--- src/rtl/core/tsi_pkg.sv ---
// Shared types, constants and elaboration-time helpers for the 3-bar symmetry image block.
// Used by tsi_norm and threebar_symmetry_images; depends on nothing else.
package tsi_pkg;

    // Default coordinate width: signed fixed point, raw integer arithmetic.
    localparam int COORD_WIDTH_DEF = 32;

    // Axis register width and configuration index width.
    localparam int AXIS_WIDTH      = 16;
    localparam int CFG_INDEX_WIDTH = 3;

    // Width of the image index and of the result tuser field.
    localparam int IMG_INDEX_WIDTH = 3;
    localparam int IMG_USER_WIDTH  = IMG_INDEX_WIDTH + 1;

    // Configuration register indexes.
    typedef enum logic [CFG_INDEX_WIDTH-1:0] {
        REG_AXIS_X   = 3'd0,
        REG_AXIS_Y   = 3'd1,
        REG_AXIS_Z   = 3'd2,
        REG_CENTER_X = 3'd3,
        REG_CENTER_Y = 3'd4,
        REG_CENTER_Z = 3'd5
    } cfg_reg_t;

    // Image index codes: identity, 120 and 240 degree turns, then inversions.
    localparam logic [IMG_INDEX_WIDTH-1:0] IMG_ROT0 = 3'd0;
    localparam logic [IMG_INDEX_WIDTH-1:0] IMG_ROT1 = 3'd1;
    localparam logic [IMG_INDEX_WIDTH-1:0] IMG_ROT2 = 3'd2;
    localparam logic [IMG_INDEX_WIDTH-1:0] IMG_INV0 = 3'd3;
    localparam logic [IMG_INDEX_WIDTH-1:0] IMG_INV1 = 3'd4;
    localparam logic [IMG_INDEX_WIDTH-1:0] IMG_LAST = 3'd5;

    // Fraction bits of the unit axis, chosen so that every product fits 64 bits.
    function automatic int kf_of(input int cw);
        int kf;
        kf = 58 - cw;
        if (kf > 30)
        begin
            kf = 30;
        end
        return kf;
    endfunction

    // Integer square root, evaluated at elaboration only.
    function automatic longint unsigned isqrt_const(input longint unsigned val);
        longint unsigned x;
        longint unsigned r;
        longint unsigned b;
        x = val;
        r = 64'd0;
        b = 64'd1 << 62;
        for (int i = 0; i < 32; i++)
        begin
            if (x >= r + b)
            begin
                x = x - (r + b);
                r = (r >> 1) + b;
            end
            else
            begin
                r = r >> 1;
            end
            b = b >> 2;
        end
        return r;
    endfunction

endpackage

--- src/rtl/core/tsi_norm.sv ---
// Axis normalization: bit-serial square root of the squared axis length, then
// three bit-serial divisions that give the unit axis. Depends on tsi_pkg.
module tsi_norm
    import tsi_pkg::*;
#(
    parameter int KF = kf_of(COORD_WIDTH_DEF)
)
(
    input  logic                         clk,
    input  logic                         rst_n,
    input  logic                         start,
    input  logic signed [AXIS_WIDTH-1:0] axis_x,
    input  logic signed [AXIS_WIDTH-1:0] axis_y,
    input  logic signed [AXIS_WIDTH-1:0] axis_z,
    output logic                         busy,
    output logic signed [KF+1:0]         k_x,
    output logic signed [KF+1:0]         k_y,
    output logic signed [KF+1:0]         k_z
);

    localparam int KW         = KF + 2;
    localparam int NW         = KF + 32;
    localparam int CNT_W      = $clog2(NW);
    localparam int RAD_W      = 62;
    localparam int SQRT_STEPS = RAD_W / 2;

    typedef enum logic [1:0] {
        ST_IDLE,
        ST_SQRT,
        ST_DIV
    } norm_state_t;

    norm_state_t              state_reg;
    logic [CNT_W-1:0]         cnt_reg;
    logic [1:0]               idx_reg;
    logic [RAD_W-1:0]         rad_reg;
    logic [31:0]              root_reg;
    logic [32:0]              rem_reg;
    logic [NW-1:0]            num_reg;
    logic [KW-2:0]            quo_reg;
    logic signed [KW-1:0]     k_reg [3];

    logic signed [31:0]       sq_x;
    logic signed [31:0]       sq_y;
    logic signed [31:0]       sq_z;
    logic [31:0]              n2;
    logic [34:0]              sq_rem;
    logic [34:0]              sq_trial;
    logic                     sq_ge;
    logic [34:0]              sq_rem_next;
    logic [31:0]              sq_root_next;
    logic [32:0]              dv_rem;
    logic                     dv_ge;
    logic [32:0]              dv_rem_next;
    logic [KW-2:0]            dv_quo_next;
    logic signed [KW-1:0]     dv_k;
    logic signed [AXIS_WIDTH-1:0] a_cur;
    logic signed [AXIS_WIDTH-1:0] a_nxt;
    logic [AXIS_WIDTH-1:0]    mag_first;
    logic [AXIS_WIDTH-1:0]    mag_nxt;

    // Numerator of one rounded division: |a| scaled up plus half the divisor.
    function automatic logic [NW-1:0] num_of(input logic [AXIS_WIDTH-1:0] m,
                                             input logic [31:0] s);
        return (NW'(m) << (15 + KF)) + NW'(s >> 1);
    endfunction

    // Squared axis length.
    always_comb
    begin
        sq_x = axis_x * axis_x;
        sq_y = axis_y * axis_y;
        sq_z = axis_z * axis_z;
        n2   = 32'(sq_x) + 32'(sq_y) + 32'(sq_z);
    end

    // One square root step: two radicand bits, one root bit.
    always_comb
    begin
        sq_rem       = {rem_reg[32:0], rad_reg[RAD_W-1:RAD_W-2]};
        sq_trial     = {1'b0, root_reg, 2'b01};
        sq_ge        = (sq_rem >= sq_trial);
        sq_rem_next  = sq_ge ? (sq_rem - sq_trial) : sq_rem;
        sq_root_next = {root_reg[30:0], sq_ge};
    end

    // One restoring division step; the divisor stays in root_reg.
    always_comb
    begin
        dv_rem      = {rem_reg[31:0], num_reg[NW-1]};
        dv_ge       = (dv_rem >= {1'b0, root_reg});
        dv_rem_next = dv_ge ? (dv_rem - {1'b0, root_reg}) : dv_rem;
        dv_quo_next = {quo_reg[KW-3:0], dv_ge};
    end

    // Component under division and the one after it.
    always_comb
    begin
        case (idx_reg)
            2'd0:    a_cur = axis_x;
            2'd1:    a_cur = axis_y;
            default: a_cur = axis_z;
        endcase
        case (idx_reg)
            2'd0:    a_nxt = axis_y;
            default: a_nxt = axis_z;
        endcase
        mag_first = axis_x[AXIS_WIDTH-1] ? AXIS_WIDTH'(-axis_x) : axis_x;
        mag_nxt   = a_nxt[AXIS_WIDTH-1] ? AXIS_WIDTH'(-a_nxt) : a_nxt;
        dv_k      = a_cur[AXIS_WIDTH-1] ? -KW'({1'b0, dv_quo_next})
                                        : KW'({1'b0, dv_quo_next});
    end

    // Sequencer: square root, then x, y and z divisions; a zero-length axis clears the outputs instead.
    always_ff @(posedge clk or negedge rst_n)
    begin
        if (!rst_n)
        begin
            state_reg <= ST_IDLE;
            cnt_reg   <= '0;
            idx_reg   <= '0;
            rad_reg   <= '0;
            root_reg  <= '0;
            rem_reg   <= '0;
            num_reg   <= '0;
            quo_reg   <= '0;
            for (int i = 0; i < 3; i++)
            begin
                k_reg[i] <= '0;
            end
        end
        else
        begin
            unique case (state_reg)
                ST_IDLE:
                begin
                    if (start)
                    begin
                        if (n2 == 32'd0)
                        begin
                            for (int i = 0; i < 3; i++)
                            begin
                                k_reg[i] <= '0;
                            end
                        end
                        else
                        begin
                            rad_reg   <= {n2, 30'd0};
                            root_reg  <= '0;
                            rem_reg   <= '0;
                            cnt_reg   <= '0;
                            state_reg <= ST_SQRT;
                        end
                    end
                end
                ST_SQRT:
                begin
                    rad_reg  <= rad_reg << 2;
                    rem_reg  <= sq_rem_next[32:0];
                    root_reg <= sq_root_next;
                    cnt_reg  <= cnt_reg + 1'b1;
                    if (cnt_reg == CNT_W'(SQRT_STEPS - 1))
                    begin
                        rem_reg   <= '0;
                        cnt_reg   <= '0;
                        idx_reg   <= 2'd0;
                        quo_reg   <= '0;
                        num_reg   <= num_of(mag_first, sq_root_next);
                        state_reg <= ST_DIV;
                    end
                end
                ST_DIV:
                begin
                    num_reg <= num_reg << 1;
                    rem_reg <= dv_rem_next;
                    quo_reg <= dv_quo_next;
                    cnt_reg <= cnt_reg + 1'b1;
                    if (cnt_reg == CNT_W'(NW - 1))
                    begin
                        k_reg[idx_reg] <= dv_k;
                        rem_reg        <= '0;
                        quo_reg        <= '0;
                        cnt_reg        <= '0;
                        num_reg        <= num_of(mag_nxt, root_reg);
                        idx_reg        <= idx_reg + 1'b1;
                        if (idx_reg == 2'd2)
                        begin
                            state_reg <= ST_IDLE;
                        end
                    end
                end
                default:
                begin
                    state_reg <= ST_IDLE;
                end
            endcase
        end
    end

    assign busy = (state_reg != ST_IDLE);
    assign k_x  = k_reg[0];
    assign k_y  = k_reg[1];
    assign k_z  = k_reg[2];

endmodule

--- config.mk ---
export PLATFORM = sky130hd
export DESIGN_NAME = tsi_norm
export DESIGN_NICKNAME = d
export VERILOG_FILES = /design/src/rtl/core/tsi_pkg.sv /design/src/rtl/core/tsi_norm.sv
export SDC_FILE = /design/constraint.sdc
export NUM_CORES = 2
export LEC_CHECK = 0
export BUFFER_PORTS_ARGS = -buffer_cell sky130_fd_sc_hd__buf_4
export CORE_ASPECT_RATIO = 1.1
export CORE_MARGIN = 2
export CORE_UTILIZATION = 54
export DETAILED_ROUTE_END_ITERATION = 16
export GPL_TIMING_DRIVEN = 0
export PLACE_DENSITY = 0.71
export SETUP_SLACK_MARGIN = 0.02
export SLEW_MARGIN = 25
export SYNTH_ARGS = -nofsm -noshare
export SYNTH_HDL_FRONTEND = slang
export SYNTH_SLANG_ARGS = --single-unit
--- constraint.sdc ---
create_clock -name clk -period 6.2 [get_ports clk]
set_input_delay 0.62 -clock clk [delete_from_list [all_inputs] [get_ports clk]]
set_output_delay 0.62 -clock clk [all_outputs]
set_load 0.05 [all_outputs]
======== After elaboration in Yosys (flattened, before gate mapping) ========
Cells that the tools add are included.
storage, ports and cells
  memory bits (writable) .................. 0
  bits of input ports ..................... 51
  output and inout bits ................... 85
  latch bits .............................. 0
  memories kept ........................... 0
  register bits ........................... 305
  bits in read-only memories .............. 0
  logic and storage cells ................. 102
operators by class
  $add $sub $neg .......................... 11
  divide/modulo/power cells ............... 0
  shifts and indexed selects .............. 0
  muxes and demuxes ....................... 45
  multipliers ............................. 3
  $lt $le $gt $ge ......................... 4
  equal/unequal tests ..................... 12
  reduce and logical (&&, ||, !) cells .... 15
  bitwise gates (word level) .............. 1
operator list
  kind                                          count
  two-way mux 84 bit                            3
  two-way mux 33 bit                            6
  case mux 84 bit (2 select lines)              1
  two-way mux 62 bit                            2
  case mux 62 bit (2 select lines)              1
  adder 57 x 31 -> 58 bit                       2
  two-way mux 58 bit                            2
  case mux 58 bit (2 select lines)              1
  case mux 33 bit (3 select lines)              1
  multiplier 16 x 16 -> 32 bit                  3
  bitwise mux 84 bit                            1
  adder 32 bit                                  2
  two-way mux 32 bit                            2
  case mux 32 bit (2 select lines)              1
  demux 28 bit (select 2 bit)                   1
  two-way mux 28 bit                            2
  two-way mux 26 bit                            2
  case mux 26 bit (2 select lines)              1
  two-way mux 16 bit                            3
  greater-or-equal comparator 35 x 34 -> 1 bit  1
  greater-or-equal comparator 33 x 32 -> 1 bit  1
  subtractor 33 x 32 -> 33 bit                  1
  subtractor 33 bit                             1
  logical NOT 32 bit                            1
  other kinds (26)                              49

======== Logic depth before layout (Yosys ltp) ========
  word-level depth ........................ 8
  mapped depth ............................ 34
  depth with buffers taken out ............ 29

======== Worst setup path after synthesis ========
Ideal clock, no wire load.
  path type ............................... input port to flip-flop
  from .................................... input axis_x[15]
  to ...................................... register k_reg, in the netlist k_x[0]
  buffers on the path ..................... 5
  arrival ................................. 9451 ps
  cell stages on the path ................. 33
  library setup time ...................... 68 ps
  data required time ...................... 6132 ps
  setup slack ............................. -3319 ps
  path through ............................ clkbuf_1 -> clkbuf_1 -> clkbuf_1 -> and2_1 -> fa_1 -> fa_1 -> inv_1 -> fa_1 -> inv_1 -> fa_1 -> inv_1 -> fa_1 -> inv_1 -> fa_1 -> inv_1 -> fa_1 -> fa_1 -> fa_1 -> inv_1 -> ha_1 -> buf_6 -> a21oi_4 -> o21ai_1 -> a311o_1 -> a211o_1 -> a31oi_2 -> xor2_1 -> nand4b_1 -> or4_4 -> o41ai_4 -> and2_1 -> buf_4 -> a32o_1
on the way
  word-level cells in the longest chain between the ends .. 6
  elaborated cells on any way between the ends .. 11
  classes of those cells .................. add/sub (2); mul (1); eq/ne (1); mux (5); reduce/logical (2)
ends and longest elaborated chain
  item                            line             RTL
  start: declaration              tsi_norm.sv:12   input logic signed [AXIS_WIDTH-1:0] axis_x,
  multiplier 16 x 16 -> 32 bit    tsi_norm.sv:71   sq_x = axis_x * axis_x;
  adder 32 bit (2 in a row)       tsi_norm.sv:74   n2 = 32'(sq_x) + 32'(sq_y) + 32'(sq_z);
  logical NOT 32 bit              tsi_norm.sv:139  if (n2 == 32'd0)
  != test 2 bit (no line)         n/a
  AND reduction 4 bit (no line)   n/a
  end signal: indexed assignment  tsi_norm.sv:180  k_reg[idx_reg] <= dv_k;
  end: declaration                tsi_norm.sv:41   logic signed [KW-1:0] k_reg [3];
Parallel ways exist; a longest one is shown, timed or not. The select of a mux whose other input is x is not followed.
A chain may end at the register's enable or synchronous reset.

======== Final worst setup path ========
  from .................................... input axis_x[15]
  to ...................................... register k_reg, in the netlist k_z[25]
The elaborated chain is that of the path after synthesis.

==> results_dict.tcl <==
set metrics [dict create \
    drive_above_1_share 0.164 \
    synth_cells 4401 \
    period_share 1.47 \
    synth_top_area_cell "fa_1" \
    finalClockSkew_ns 0.0221 \
    pin_count 136 \
    area_delta_synth_final_pct 17.8 \
    worst-setup-path-type "in2reg" \
    grt_pass1_vias 35500 \
    clk_pin_slew_ns 0.07 \
    synth_top_area_frac 0.382 \
    yosysMostFrequentCell "fa_1" \
    end_kind "flip-flop" \
    die_h_um 301 \
    antenna_left 0 \
    pre_cts_ws_ns -5.14 \
    finalHoldViolCount 0 \
    fin_cells 5760 \
    die-area_mm2 0.0826 \
    ys_top_cells_by_count "fa_1, inv_1, nand2_1" \
    rsz0062_at_grt "true" \
    crit_required_ns 6.70 \
    hold_class "reg2reg" \
    viasPerCell 5.83 \
    cts_max_path_buffers 3 \
    tritoncts "yes" \
    core.rowCount 109 \
    io_buffers 131 \
    fmax_mhz 110 \
    grt_antenna_before_repair 3 \
    synth_area_mm2 0.0434 \
    synth_edf_count 0 \
    dp_cells 5589 \
    clkLatencyLatePin_ns 0.58 \
    failed_checks "setup timing" \
    tightest_slew_ns 1.21 \
    slew_viol_final 0 \
    dpl.hpwl_um 106000 \
    ys_async_sr_fraction 1.00 \
    critPathMaxFanout 6 \
    synth_nets 5548 \
    num_vias 33600 \
    die_width_um 274 \
    worst_slack_ns -2.92 \
    cts_root_buffer "clkbuf_16" \
    largest_reg_flops 58 \
    period_minus_slack_ns 9.12 \
    grt_pass1_wl_um 203000 \
    crit_slowest_cell "fa_2" \
    grt.overflow.total 0 \
    synth-seq-area-share 0.159 \
    h-tree-depth 1 \
    drtIter0Drc 2559 \
    yosys_register_bits 275 \
    grt_max_degree 91 \
    post_synth_num_cell_types 90 \
    grt_use_total 0.321 \
    ys_warn_count 0 \
    slew_headroom 0.187 \
    initial_core_util 0.543 \
    start_kind "input pin" \
    place.gp.congestion 0.974 \
    setup_viol 189 \
    clock_sinks 275 \
    final_nets 5833 \
    drc 0 \
    cpPeakStageDelay_ns 0.59 \
    critPathArrivalTime_ns 9.62 \
    cts_buffers 26 \
    setup_tns_ns -528.11 \
    ys.flop_type "dfrtp_1" \
    routedWlPerCell_um 23.0 \
    dr.pass1.iters 6 \
    antennaDiodeCount 0 \
    wl_um 133000 \
    status "finished, violations left" \
    yosys-top-cells-area "fa_1, dfrtp_1, ha_1, inv_1, nand2_1" \
    syn_area_per_cell_um2 9.86 \
    coreArea_mm2 0.0799 \
    maxCapViolations 0 \
]
==> placed cells by master (no fill, tap or decap), types with 124 or more instances in the layout <==
master,count
o21ai_0,142
a21oi_1,124
inv_1,779
ha_1,254
buf_4,205
and2_1,201
fa_1,812
dfrtp_1,275
nor2_1,142
nand2_1,350
==> worst paths after layout <==
check	startpoint	to	slack (ns)	depth (start not counted)
worst max-delay path	axis_x[15]	k_z[25]$_DFFE_PN0P_	-2.92	37
worst min-delay path	num_reg[54]$_DFFE_PN0P_	num_reg[54]$_DFFE_PN0P_	0.48	2
worst max register to register	root_reg[17]$_DFFE_PN0P_	k_x[24]$_DFFE_PN0P_	-0.48	19
worst min register to register	num_reg[54]$_DFFE_PN0P_	num_reg[54]$_DFFE_PN0P_	0.48	2
max in group asynchronous	rst_n	rem_reg[22]$_DFFE_PN0P_	4.53	4
min in group asynchronous	rst_n	k_x[15]$_DFFE_PN0P_	0.53	2
==> routing by layer <==
metal	wire, um	share of wire	GRT usage
met5	18	0.00014	0
met1	51700	0.39	0.412
met4	7210	0.054	0.147
met3	9220	0.069	0.0413
met2	64600	0.49	0.544
==> through the flow <==
step / hold WS [ns] / utilization / area, um^2
floorplan: 0.324 / - / 43800
global placement: 0.461 / 0.577 / 46100
detailed placement: 0.470 / 0.578 / 46200
CTS: 0.485 / 0.620 / 49500
global route: 0.514 / 0.640 / 51100
finish: 0.483 / 0.640 / 51100
==> worst max-delay path: cells and delay by family <==
kind,cells,cell delay (ns)
AOI/OAI and AO/OA,4,0.70
adders and majority gates,10,4.89
buffers and inverters,15,1.66
and+or+nand+nor,8,1.71
==> kinds of logic (layout without fill, tap and decap cells) <==
kind of cell / count (synthesis) / after routing / synth area share
fa+ha+maj: 1096 / 1096 / 0.459
other cells: 1 / 1 / 0.0000865
mux: 86 / 86 / 0.0207
flops: 275 / 275 / 0.159
compound gates: 760 / 760 / 0.123
buf+inv: 1016 / 1321 / 0.0902
simple gates: 995 / 995 / 0.113
xor+xnor: 172 / 172 / 0.0347
==> repair_timing <==
| item | 4_1_cts | 5_1_grt |
|---|---|---|
| pin swaps | 77 | 74 |
| gates resized for setup | 370 | 263 |
| endpoints found under the hold margin | 31 | 0 |
| cloned | 14 | 9 |
| buffers inserted | 76 | 32 |
| hold buffers | 1 | 0 |
| setup endpoints to repair | 189 | 189 |
==> layout make-up <==
type                    instances  area, um^2
flip-flops and latches        275        6880
plain buffers                 193        1690
clock buffers                  34         711
well taps                    1054        1320
multi-input cells            3110       34700
inverters                     816        3090
repair buffers                264        2550
clock inverters                14         211
fillers                      6391       28800
Power is left out: the tool's default activity adds up to more than one toggle a clock period on the data nets, which glitch-free logic cannot reach.
